**config.mk**
```make
export PLATFORM = sky130hd
export DESIGN_NAME = icmp_receive_classifier
export DESIGN_NICKNAME = d
export VERILOG_FILES = /design/src/rtl/core/icmp_rc_pkg.sv /design/src/rtl/core/icmp_receive_classifier.sv
export SDC_FILE = /design/constraint.sdc
export NUM_CORES = 1
export LEC_CHECK = 0
export BUFFER_PORTS_ARGS = -buffer_cell sky130_fd_sc_hd__buf_2
export CORE_ASPECT_RATIO = 0.7
export CORE_MARGIN = 5
export CORE_UTILIZATION = 49
export DETAILED_ROUTE_END_ITERATION = 8
export PLACE_DENSITY = 0.81
export SETUP_SLACK_MARGIN = 0.2
export SLEW_MARGIN = 20
export SYNTH_ARGS = -nofsm -noshare
export SYNTH_HDL_FRONTEND = slang
export SYNTH_SLANG_ARGS = --single-unit
```
**constraint.sdc**
```tcl
create_clock -name clk -period 17.06 [get_ports clk]
set_clock_uncertainty 0.15 [all_clocks]
set_input_delay 4.265 -clock clk [delete_from_list [all_inputs] [get_ports clk]]
set_output_delay 4.265 -clock clk [all_outputs]
set_load 0.01 [all_outputs]
```
**src/rtl/core/icmp_rc_pkg.sv**
```systemverilog
// Types and constants of the ICMP receive classifier.
package icmp_rc_pkg;

  localparam int unsigned WORD_W     = 16;
  localparam int unsigned ADDR_W     = 32;
  localparam int unsigned TTL_W      = 8;
  localparam int unsigned BYTE_W     = 8;
  localparam int unsigned COUNT_W    = 32;
  localparam int unsigned MATCH_W    = 16;
  localparam int unsigned IN_TDATA_W = 56;
  localparam int unsigned OUT_TDATA_W = 128;
  localparam int unsigned CFG_INDEX_W = 2;
  localparam int unsigned CFG_DATA_W  = 32;
  localparam int unsigned NUM_KINDS   = 6;
  localparam int unsigned KIND_IDX_W  = 3;

  localparam logic [WORD_W-1:0]  ONES16     = 16'hFFFF;
  localparam logic [WORD_W-1:0]  HEADER_LEN = 16'd8;
  localparam logic [BYTE_W-1:0]  ICMP_ECHO_REPLY    = 8'd0;
  localparam logic [BYTE_W-1:0]  ICMP_UNREACHABLE   = 8'd3;
  localparam logic [BYTE_W-1:0]  ICMP_ECHO_REQUEST  = 8'd8;
  localparam logic [BYTE_W-1:0]  ICMP_TIME_EXCEEDED = 8'd11;
  localparam logic [BYTE_W-1:0]  CODE_NET_UNREACH  = 8'd0;
  localparam logic [BYTE_W-1:0]  CODE_HOST_UNREACH = 8'd1;
  localparam logic [KIND_IDX_W-1:0] REJECT_COUNTER = 3'd5;

  typedef enum logic [CFG_INDEX_W-1:0] {
    REG_SESSION_ACTIVE = 2'd0,
    REG_TARGET_ADDRESS = 2'd1,
    REG_SESSION_IDENT  = 2'd2,
    REG_SESSION_SEQNO  = 2'd3
  } cfg_reg_t;

  typedef enum logic [1:0] {
    VERDICT_OK      = 2'd0,
    VERDICT_SHORT   = 2'd1,
    VERDICT_BAD_SUM = 2'd2
  } verdict_t;

  typedef enum logic [2:0] {
    KIND_ECHO_REQUEST = 3'd0,
    KIND_ECHO_REPLY   = 3'd1,
    KIND_UNREACHABLE  = 3'd2,
    KIND_TIME_EXCEEDED = 3'd3,
    KIND_OTHER        = 3'd4
  } kind_t;

  typedef enum logic [2:0] {
    OUTCOME_NONE          = 3'd0,
    OUTCOME_SUCCESS       = 3'd1,
    OUTCOME_DEST_UNREACH  = 3'd2,
    OUTCOME_HOST_UNREACH  = 3'd3,
    OUTCOME_NET_UNREACH   = 3'd4,
    OUTCOME_TTL_EXCEEDED  = 3'd5
  } outcome_t;

  // Result item, last field (verdict) in the lowest bits.
  typedef struct packed {
    logic [6:0]         pad;
    logic [MATCH_W-1:0] session_replies;
    logic [TTL_W-1:0]   sender_ttl;
    logic [ADDR_W-1:0]  sender_address;
    logic [WORD_W-1:0]  payload_bytes;
    logic [WORD_W-1:0]  echo_seq;
    logic [WORD_W-1:0]  echo_ident;
    logic [BYTE_W-1:0]  msg_code;
    outcome_t           ping_outcome;
    logic               reply_due;
    kind_t              msg_kind;
    verdict_t           verdict;
  } result_t;

endpackage

```
**src/rtl/core/icmp_receive_classifier.sv**
```systemverilog
// ICMP receive classifier: checksum, header capture and per-message verdict.
// The result of a message is registered in out_r when its last item leaves the input register.
// Throughput: one item per cycle; a last item waits in the input register while a result stalls.
// A message's running sum and header fields live in one register set updated per item.
// Reset (rst_n low, synchronous) clears session settings, message state and counters.
module icmp_receive_classifier (
  input  logic                                 clk,
  input  logic                                 rst_n,
  input  logic                                 in_tvalid,
  output logic                                 in_tready,
  input  logic [icmp_rc_pkg::IN_TDATA_W-1:0]   in_tdata,  // msg_word, source_address, hop_limit
  input  logic                                 in_tlast,
  input  logic                                 in_tuser,  // odd_final
  output logic                                 out_tvalid,
  input  logic                                 out_tready,
  // verdict, msg_kind, reply_due, ping_outcome, msg_code, echo_ident, echo_seq,
  // payload_bytes, sender_address, sender_ttl, session_replies, zero fill
  output logic [icmp_rc_pkg::OUT_TDATA_W-1:0]  out_tdata,
  input  logic                                 cfg_valid,
  output logic                                 cfg_ready,
  input  logic [icmp_rc_pkg::CFG_INDEX_W-1:0]  cfg_index,
  input  logic [icmp_rc_pkg::CFG_DATA_W-1:0]   cfg_data
);
  import icmp_rc_pkg::*;

  logic                session_active_r;
  logic [ADDR_W-1:0]   target_address_r;
  logic [WORD_W-1:0]   session_ident_r;
  logic [WORD_W-1:0]   session_seqno_r;

  logic                s1_valid_r;
  logic [WORD_W-1:0]   s1_word_r;
  logic                s1_last_r;
  logic                s1_odd_r;
  logic [ADDR_W-1:0]   s1_src_r;
  logic [TTL_W-1:0]    s1_ttl_r;

  logic [WORD_W-1:0]   running_sum_r, running_sum_nxt;
  logic [WORD_W-1:0]   byte_count_r, byte_count_nxt;
  logic [BYTE_W-1:0]   header_type_r, header_type_nxt;
  logic [BYTE_W-1:0]   header_code_r, header_code_nxt;
  logic [WORD_W-1:0]   header_ident_r, header_ident_nxt;
  logic [WORD_W-1:0]   header_seq_r, header_seq_nxt;
  logic [MATCH_W-1:0]  matched_count_r, matched_count_nxt;
  logic [COUNT_W-1:0]  kind_counters_r [NUM_KINDS];

  logic                out_valid_r;
  result_t             out_r, result_nxt;

  logic                s1_adv;
  logic                odd;
  logic [WORD_W-1:0]   word_m;
  logic [WORD_W:0]     sum_wide;
  logic [WORD_W:0]     count_wide;
  logic [WORD_W-2:0]   widx;
  logic                match;
  logic [KIND_IDX_W-1:0] cnt_idx;

  assign cfg_ready  = 1'b1;
  assign s1_adv     = s1_valid_r && (!s1_last_r || !out_valid_r || out_tready);
  assign in_tready  = !s1_valid_r || s1_adv;
  assign out_tvalid = out_valid_r;
  assign out_tdata  = out_r;

  always_comb begin
    odd        = s1_last_r && s1_odd_r;
    word_m     = odd ? {s1_word_r[WORD_W-1:BYTE_W], {BYTE_W{1'b0}}} : s1_word_r;
    sum_wide   = {1'b0, running_sum_r} + {1'b0, word_m};
    running_sum_nxt = sum_wide[WORD_W-1:0] + {{(WORD_W-1){1'b0}}, sum_wide[WORD_W]};
    count_wide = {1'b0, byte_count_r} + (odd ? 17'd1 : 17'd2);
    byte_count_nxt = count_wide[WORD_W] ? ONES16 : count_wide[WORD_W-1:0];
    widx       = byte_count_r[WORD_W-1:1];

    header_type_nxt  = header_type_r;
    header_code_nxt  = header_code_r;
    header_ident_nxt = header_ident_r;
    header_seq_nxt   = header_seq_r;
    case (widx)
      15'd0: begin
        header_type_nxt = word_m[WORD_W-1:BYTE_W];
        header_code_nxt = word_m[BYTE_W-1:0];
      end
      15'd2: header_ident_nxt = word_m;
      15'd3: header_seq_nxt   = word_m;
      default: ;
    endcase

    match = session_active_r && (s1_src_r == target_address_r) &&
            (header_ident_nxt == session_ident_r) && (header_seq_nxt == session_seqno_r);

    matched_count_nxt           = matched_count_r;
    result_nxt                  = '0;
    result_nxt.verdict          = VERDICT_OK;
    result_nxt.msg_kind         = KIND_OTHER;
    result_nxt.ping_outcome     = OUTCOME_NONE;
    result_nxt.sender_address   = s1_src_r;
    result_nxt.sender_ttl       = s1_ttl_r;
    cnt_idx                     = REJECT_COUNTER;

    if (byte_count_nxt < HEADER_LEN) begin
      result_nxt.verdict = VERDICT_SHORT;
    end else if (running_sum_nxt != ONES16) begin
      result_nxt.verdict = VERDICT_BAD_SUM;
    end else begin
      result_nxt.msg_code      = header_code_nxt;
      result_nxt.echo_ident    = header_ident_nxt;
      result_nxt.echo_seq      = header_seq_nxt;
      result_nxt.payload_bytes = byte_count_nxt - HEADER_LEN;
      case (header_type_nxt)
        ICMP_ECHO_REQUEST: begin
          result_nxt.msg_kind  = KIND_ECHO_REQUEST;
          result_nxt.reply_due = 1'b1;
        end
        ICMP_ECHO_REPLY: begin
          result_nxt.msg_kind = KIND_ECHO_REPLY;
          if (match) begin
            result_nxt.ping_outcome = OUTCOME_SUCCESS;
            if (matched_count_r != {MATCH_W{1'b1}}) begin
              matched_count_nxt = matched_count_r + MATCH_W'(1);
            end
          end
        end
        ICMP_UNREACHABLE: begin
          result_nxt.msg_kind = KIND_UNREACHABLE;
          if (session_active_r) begin
            if (header_code_nxt == CODE_HOST_UNREACH) begin
              result_nxt.ping_outcome = OUTCOME_HOST_UNREACH;
            end else if (header_code_nxt == CODE_NET_UNREACH) begin
              result_nxt.ping_outcome = OUTCOME_NET_UNREACH;
            end else begin
              result_nxt.ping_outcome = OUTCOME_DEST_UNREACH;
            end
          end
        end
        ICMP_TIME_EXCEEDED: begin
          result_nxt.msg_kind = KIND_TIME_EXCEEDED;
          if (session_active_r) begin
            result_nxt.ping_outcome = OUTCOME_TTL_EXCEEDED;
          end
        end
        default: result_nxt.msg_kind = KIND_OTHER;
      endcase
      cnt_idx = {1'b0, result_nxt.msg_kind[1:0]} | {result_nxt.msg_kind[2], 2'b00};
    end
    result_nxt.session_replies = matched_count_nxt;
  end

  always_ff @(posedge clk) begin
    if (!rst_n) begin
      session_active_r <= 1'b0;
      target_address_r <= '0;
      session_ident_r  <= '0;
      session_seqno_r  <= '0;
    end else if (cfg_valid && cfg_ready) begin
      case (cfg_reg_t'(cfg_index))
        REG_SESSION_ACTIVE: session_active_r <= cfg_data[0];
        REG_TARGET_ADDRESS: target_address_r <= cfg_data;
        REG_SESSION_IDENT:  session_ident_r  <= cfg_data[WORD_W-1:0];
        REG_SESSION_SEQNO:  session_seqno_r  <= cfg_data[WORD_W-1:0];
        default: ;
      endcase
    end
  end

  always_ff @(posedge clk) begin
    if (!rst_n) begin
      s1_valid_r <= 1'b0;
    end else if (in_tready) begin
      s1_valid_r <= in_tvalid;
    end
    if (in_tready && in_tvalid) begin
      s1_word_r <= in_tdata[WORD_W-1:0];
      s1_src_r  <= in_tdata[WORD_W+ADDR_W-1:WORD_W];
      s1_ttl_r  <= in_tdata[IN_TDATA_W-1:WORD_W+ADDR_W];
      s1_last_r <= in_tlast;
      s1_odd_r  <= in_tuser;
    end
  end

  always_ff @(posedge clk) begin
    if (!rst_n) begin
      running_sum_r   <= '0;
      byte_count_r    <= '0;
      header_type_r   <= '0;
      header_code_r   <= '0;
      header_ident_r  <= '0;
      header_seq_r    <= '0;
      matched_count_r <= '0;
      for (int i = 0; i < NUM_KINDS; i++) begin
        kind_counters_r[i] <= '0;
      end
    end else if (s1_adv) begin
      if (s1_last_r) begin
        running_sum_r   <= '0;
        byte_count_r    <= '0;
        header_type_r   <= '0;
        header_code_r   <= '0;
        header_ident_r  <= '0;
        header_seq_r    <= '0;
        matched_count_r <= matched_count_nxt;
        if (kind_counters_r[cnt_idx] != {COUNT_W{1'b1}}) begin
          kind_counters_r[cnt_idx] <= kind_counters_r[cnt_idx] + COUNT_W'(1);
        end
      end else begin
        running_sum_r  <= running_sum_nxt;
        byte_count_r   <= byte_count_nxt;
        header_type_r  <= header_type_nxt;
        header_code_r  <= header_code_nxt;
        header_ident_r <= header_ident_nxt;
        header_seq_r   <= header_seq_nxt;
      end
    end
  end

  always_ff @(posedge clk) begin
    if (!rst_n) begin
      out_valid_r <= 1'b0;
    end else if (s1_adv && s1_last_r) begin
      out_valid_r <= 1'b1;
    end else if (out_tready) begin
      out_valid_r <= 1'b0;
    end
    if (s1_adv && s1_last_r) begin
      out_r <= result_nxt;
    end
  end

endmodule

```
Word level (Yosys, flattened, before mapping)
Index checks and enable logic that the tools add are counted.
- bits in registers: 342
- logic and storage cells: 102
- $add $sub $neg: 5
- $lt $le $gt $ge: 1
- equality and inequality tests: 14
- mux-type cells: 29
- reduce and logical (&&, ||, !) cells: 24
- operators by type and width (operator ; number):
    two-way mux 16 bit ; 12
    two-way mux 8 bit ; 5
    == test 16 bit ; 2
    == test 32 bit ; 1
    != test 16 bit (second input constant) ; 2
    == test 15 x 2 -> 1 bit (second input constant) ; 2
    adder 16 x 16 -> 17 bit ; 1
    adder 16 x 2 -> 17 bit ; 1
    adder 16 x 1 -> 16 bit ; 1
    adder 16 x 1 -> 16 bit (second input constant) ; 1
    == test 8 x 4 -> 1 bit (second input constant) ; 2
    zero test 8 bit ; 2
    less-than comparator 16 x 4 -> 1 bit (second input constant) ; 1
    subtractor 16 x 4 -> 16 bit (second input constant) ; 1
    zero test 15 bit ; 1
    two-way mux 3 bit ; 4
    case mux 3 bit (4 select lines) ; 1
    AND reduction 2 bit ; 5
    case mux 3 bit (3 select lines) ; 1
    == test 8 x 1 -> 1 bit (second input constant) ; 1
    == test 8 x 2 -> 1 bit (second input constant) ; 1
    logical AND 1 bit ; 7
    == test 2 bit (second input constant) ; 2
    two-way mux 1 bit ; 4
    7 further kinds ; 12

Longest topological paths before layout
- depth in word-level cells: 10
- gate-level depth with buffers: 26
- depth with buffers taken out: 23

Worst setup path after synthesis
No wires, ideal clock.
- kind: input -> output
- start: in out_tready
- end: out in_tready
- arrival: 4.617 ns
- data required time: 12.645 ns
- setup slack: 8.028 ns
- cell stages on the path: 2
- cell sequence: nor2b_1 > nand3_1
- word-level cells in the longest chain between the ends: 3
- RTL lines (element ; RTL line ; RTL):
    from (decl) ; icmp_receive_classifier.sv:15 ; input logic out_tready,
    logical OR 1 bit ; icmp_receive_classifier.sv:60 ; assign s1_adv = s1_valid_r && (!s1_last_r || !out_valid_r || out_tready);
    logical AND 1 bit ; icmp_receive_classifier.sv:60 ;
    logical OR 1 bit ; icmp_receive_classifier.sv:61 ; assign in_tready = !s1_valid_r || s1_adv;
    to (decl) ; icmp_receive_classifier.sv:10 ; output logic in_tready,
No other way between the ends.

Worst setup path after layout
Same ends and word-level chain as after synthesis.

==> impl_metrics.ini <==
[routing]
drt_pass1_iterations = 6
wl_per_cell_um = 21.3
drtIter0Drc = 1585
vias = 13649
viasPerCell = 6.03
route.detailed.drc = 0
wirelength_um = 48100
ant_nets = 0

[setup_path]
crit_path_start = out_tready
path_class = input pin to primary output
worst-r2r-cell-count = 25
timing.critical_path.mode_cell = buf_2
cp_slowest_cell = nor2b_1
critPathMaxStageDelay_ns = 0.43
r2r-start = s1_last_r
cp.required_ns = 12.65
endpoint_kind = primary output
reg2reg_to = out_tdata[8]
cp_max_fo = 4
arrival_ns = 5.16
startpoint_type = input pin
crit_path_end = in_tready
path_cells = buf_2, nor2b_1, nand3_1, buf_2
r2r_slack_ns = 9.25

[global_route]
grt_pass1_wl_um = 73300
gr-total-overflow = 0
grt_busiest_layer = met1
grt_max_degree = 83
grt_use_total_pct = 25.1
grt_antenna_before_repair = 3
grtUsageMet1_pct = 37.4
grt_use_met2_pct = 36.9
gr-usage-met3_pct = 6.59
grt_pass1_vias = 12825

[hold_path]
hp-class = flip-flop to flip-flop
min_from = s1_ttl_r[6]

[logic_synthesis]
postSynthAreaPerCell_um2 = 9.88
synth.distinct_cells = 91
yosysWarnings = 0
synth.most_common_cell = nand2_1
synth_top_area_share_pct = 33.3
async_flop_share_pct = 0
synthFlopType = edfxtp_1
synthTopCellsByArea = edfxtp_1 33%, dfxtp_1 20%, nand2_1 5.1%
synth_edf_count = 179
syn_area_mm2 = 0.0162
netlist.top_cell.by_area = edfxtp_1
synth_common_cells = 221 x nand2_1, 192 x nor2_1, 179 x edfxtp_1
ys_ff_latch = 342
synthCells = 1636
seq_area_frac_synth_pct = 53.4

[cts]
clk_latency_ns = 0.59
cts_tree = built
numCtsBuffers = 31
cts.htree.levels = 1
clockBufferDepth = 3
cts_setup_buffers = 0
root_buffer = clkbuf_16
cts.clk_slew.worst_paths_ns = 0.06
cts_hold_buf = 0
cts_sinks = 342
cts-resized-gates = 0

[timing]
setup_viol = 0
drv_slew = 0
tightestPinTransition_ns = 1.14
fin_crit_ns = 9.58
hold_viol = 0
setup_tns_ns = 0
slew-limit-headroom_pct = 23.1
fin_crit_sh_pct = 56.1
rsz0062_at_grt = no
max_clock_freq_mhz = 104

[placed_design]
place_congestion = 0.964
place_inst = 2204
placed_area_mm2 = 0.0175
portBuffers = 219
dp_hpwl_um = 34900

[die]
ioPinCount = 228
initial_core_util_pct = 49.9
die_w_um = 227
die_h_um = 162
rows = 55
coreArea_mm2 = 0.0324
die_area_mm2 = 0.0368

[final_layout]
regArea_mm2 = 0.00864
nets = 1931
area_growth_pct = 14.2
drive_above_1_share_pct = 17.0
fill_cells = 2746
final_area_mm2 = 0.0185
insertedDiodeCount = 0
final_core_util_pct = 56.9
multiInputGateArea_mm2 = 0.00700
stdcell_count = 2262

[power]
power.density_mw_per_mm2 = 93.4
p_total_uw = 1720
vdd_drop_max_mv = 0.0666
p_leak_uw = 0.00700

[outcome]
status = complete, no violations

[run]
cap_violations = 0
kinds of logic (layout without fill, tap and decap cells):
kind of cell	count (synthesis)	count (layout)	share of synthesized area (%)
compound gates	328	328	13.0
xor+xnor	103	103	5.63
fa+ha+maj	24	24	1.95
buf+inv	133	326	3.55
flops	342	342	53.4
mux	41	41	2.57
other cells	2	8	0.0465
simple gates	663	663	19.8
layout make-up:
| cell class | count | share of cell area [%] |
|---|---|---|
| sequential | 342 | 46.8 |
| multi-input combinational | 1167 | 37.9 |
| timing repair buffer | 229 | 6.35 |
| clock buffer | 48 | 4.89 |
| tap | 427 | 2.89 |
| inverter | 39 | 0.820 |
| clock inverter | 10 | 0.332 |
flip-flops by register name, summed over array words and instances (netlist names), 8 cells and up:
| signal | count |
|---|---|
| out_tdata | 121 |
| s1_src_r | 32 |
| target_address_r | 32 |
| byte_count_r | 16 |
| header_ident_r | 16 |
| header_seq_r | 16 |
| matched_count_r | 16 |
| running_sum_r | 16 |
| s1_word_r | 16 |
| session_ident_r | 16 |
| session_seqno_r | 16 |
| header_code_r | 8 |
| header_type_r | 8 |
| s1_ttl_r | 8 |
how the worst min path moves through the flow:
stage,endpoint,slack [ns],depth (start not counted)
final,out_tdata[103],0.27,0
after detailed placement,out_tdata[103],0.26,0
after floorplan,out_tdata[100],0.25,0
after global routing,out_tdata[103],0.29,0
after CTS,out_tdata[103],0.27,0
after global placement,out_tdata[97],0.25,0
power breakdown:
group / switching, µW / internal, µW
clock network: 308 / 364
logic: 97.2 / 47.7
registers: 19.8 / 887
total: 425 / 1300
placed cells by master, fill, tap and decap left out, types with 34 or more instances in the layout:
cell,synthesis,layout
a21oi_1,134,134
buf_2,14,219
a22oi_1,65,65
mux2i_1,37,37
xnor2_1,50,50
nor2_1,192,192
o21ai_0,34,34
nand2_1,221,221
dfxtp_1,163,163
inv_1,37,37
xor2_1,52,52
edfxtp_1,179,179
through the flow:
step / hold slack [ns] / worst slack, ns
after global routing: 0.287 / 7.41
after detailed placement: 0.256 / 7.52
after global placement: 0.252 / 7.53
after CTS: 0.271 / 7.51
final: 0.267 / 7.48
after floorplan: 0.250 / 8.03
per-layer routing:
layer	vias up	wire length, µm
li1	6236	-
met4	6	1200
met5	-	28
met2	757	21000
met1	6546	20600
met3	104	5320
worst max-delay path, delay by kind of cell:
family | cells | cell delay (ns)
simple gates | 2 | 0.60
buf+inv | 2 | 0.29
Power figures use the tool's default switching activity.
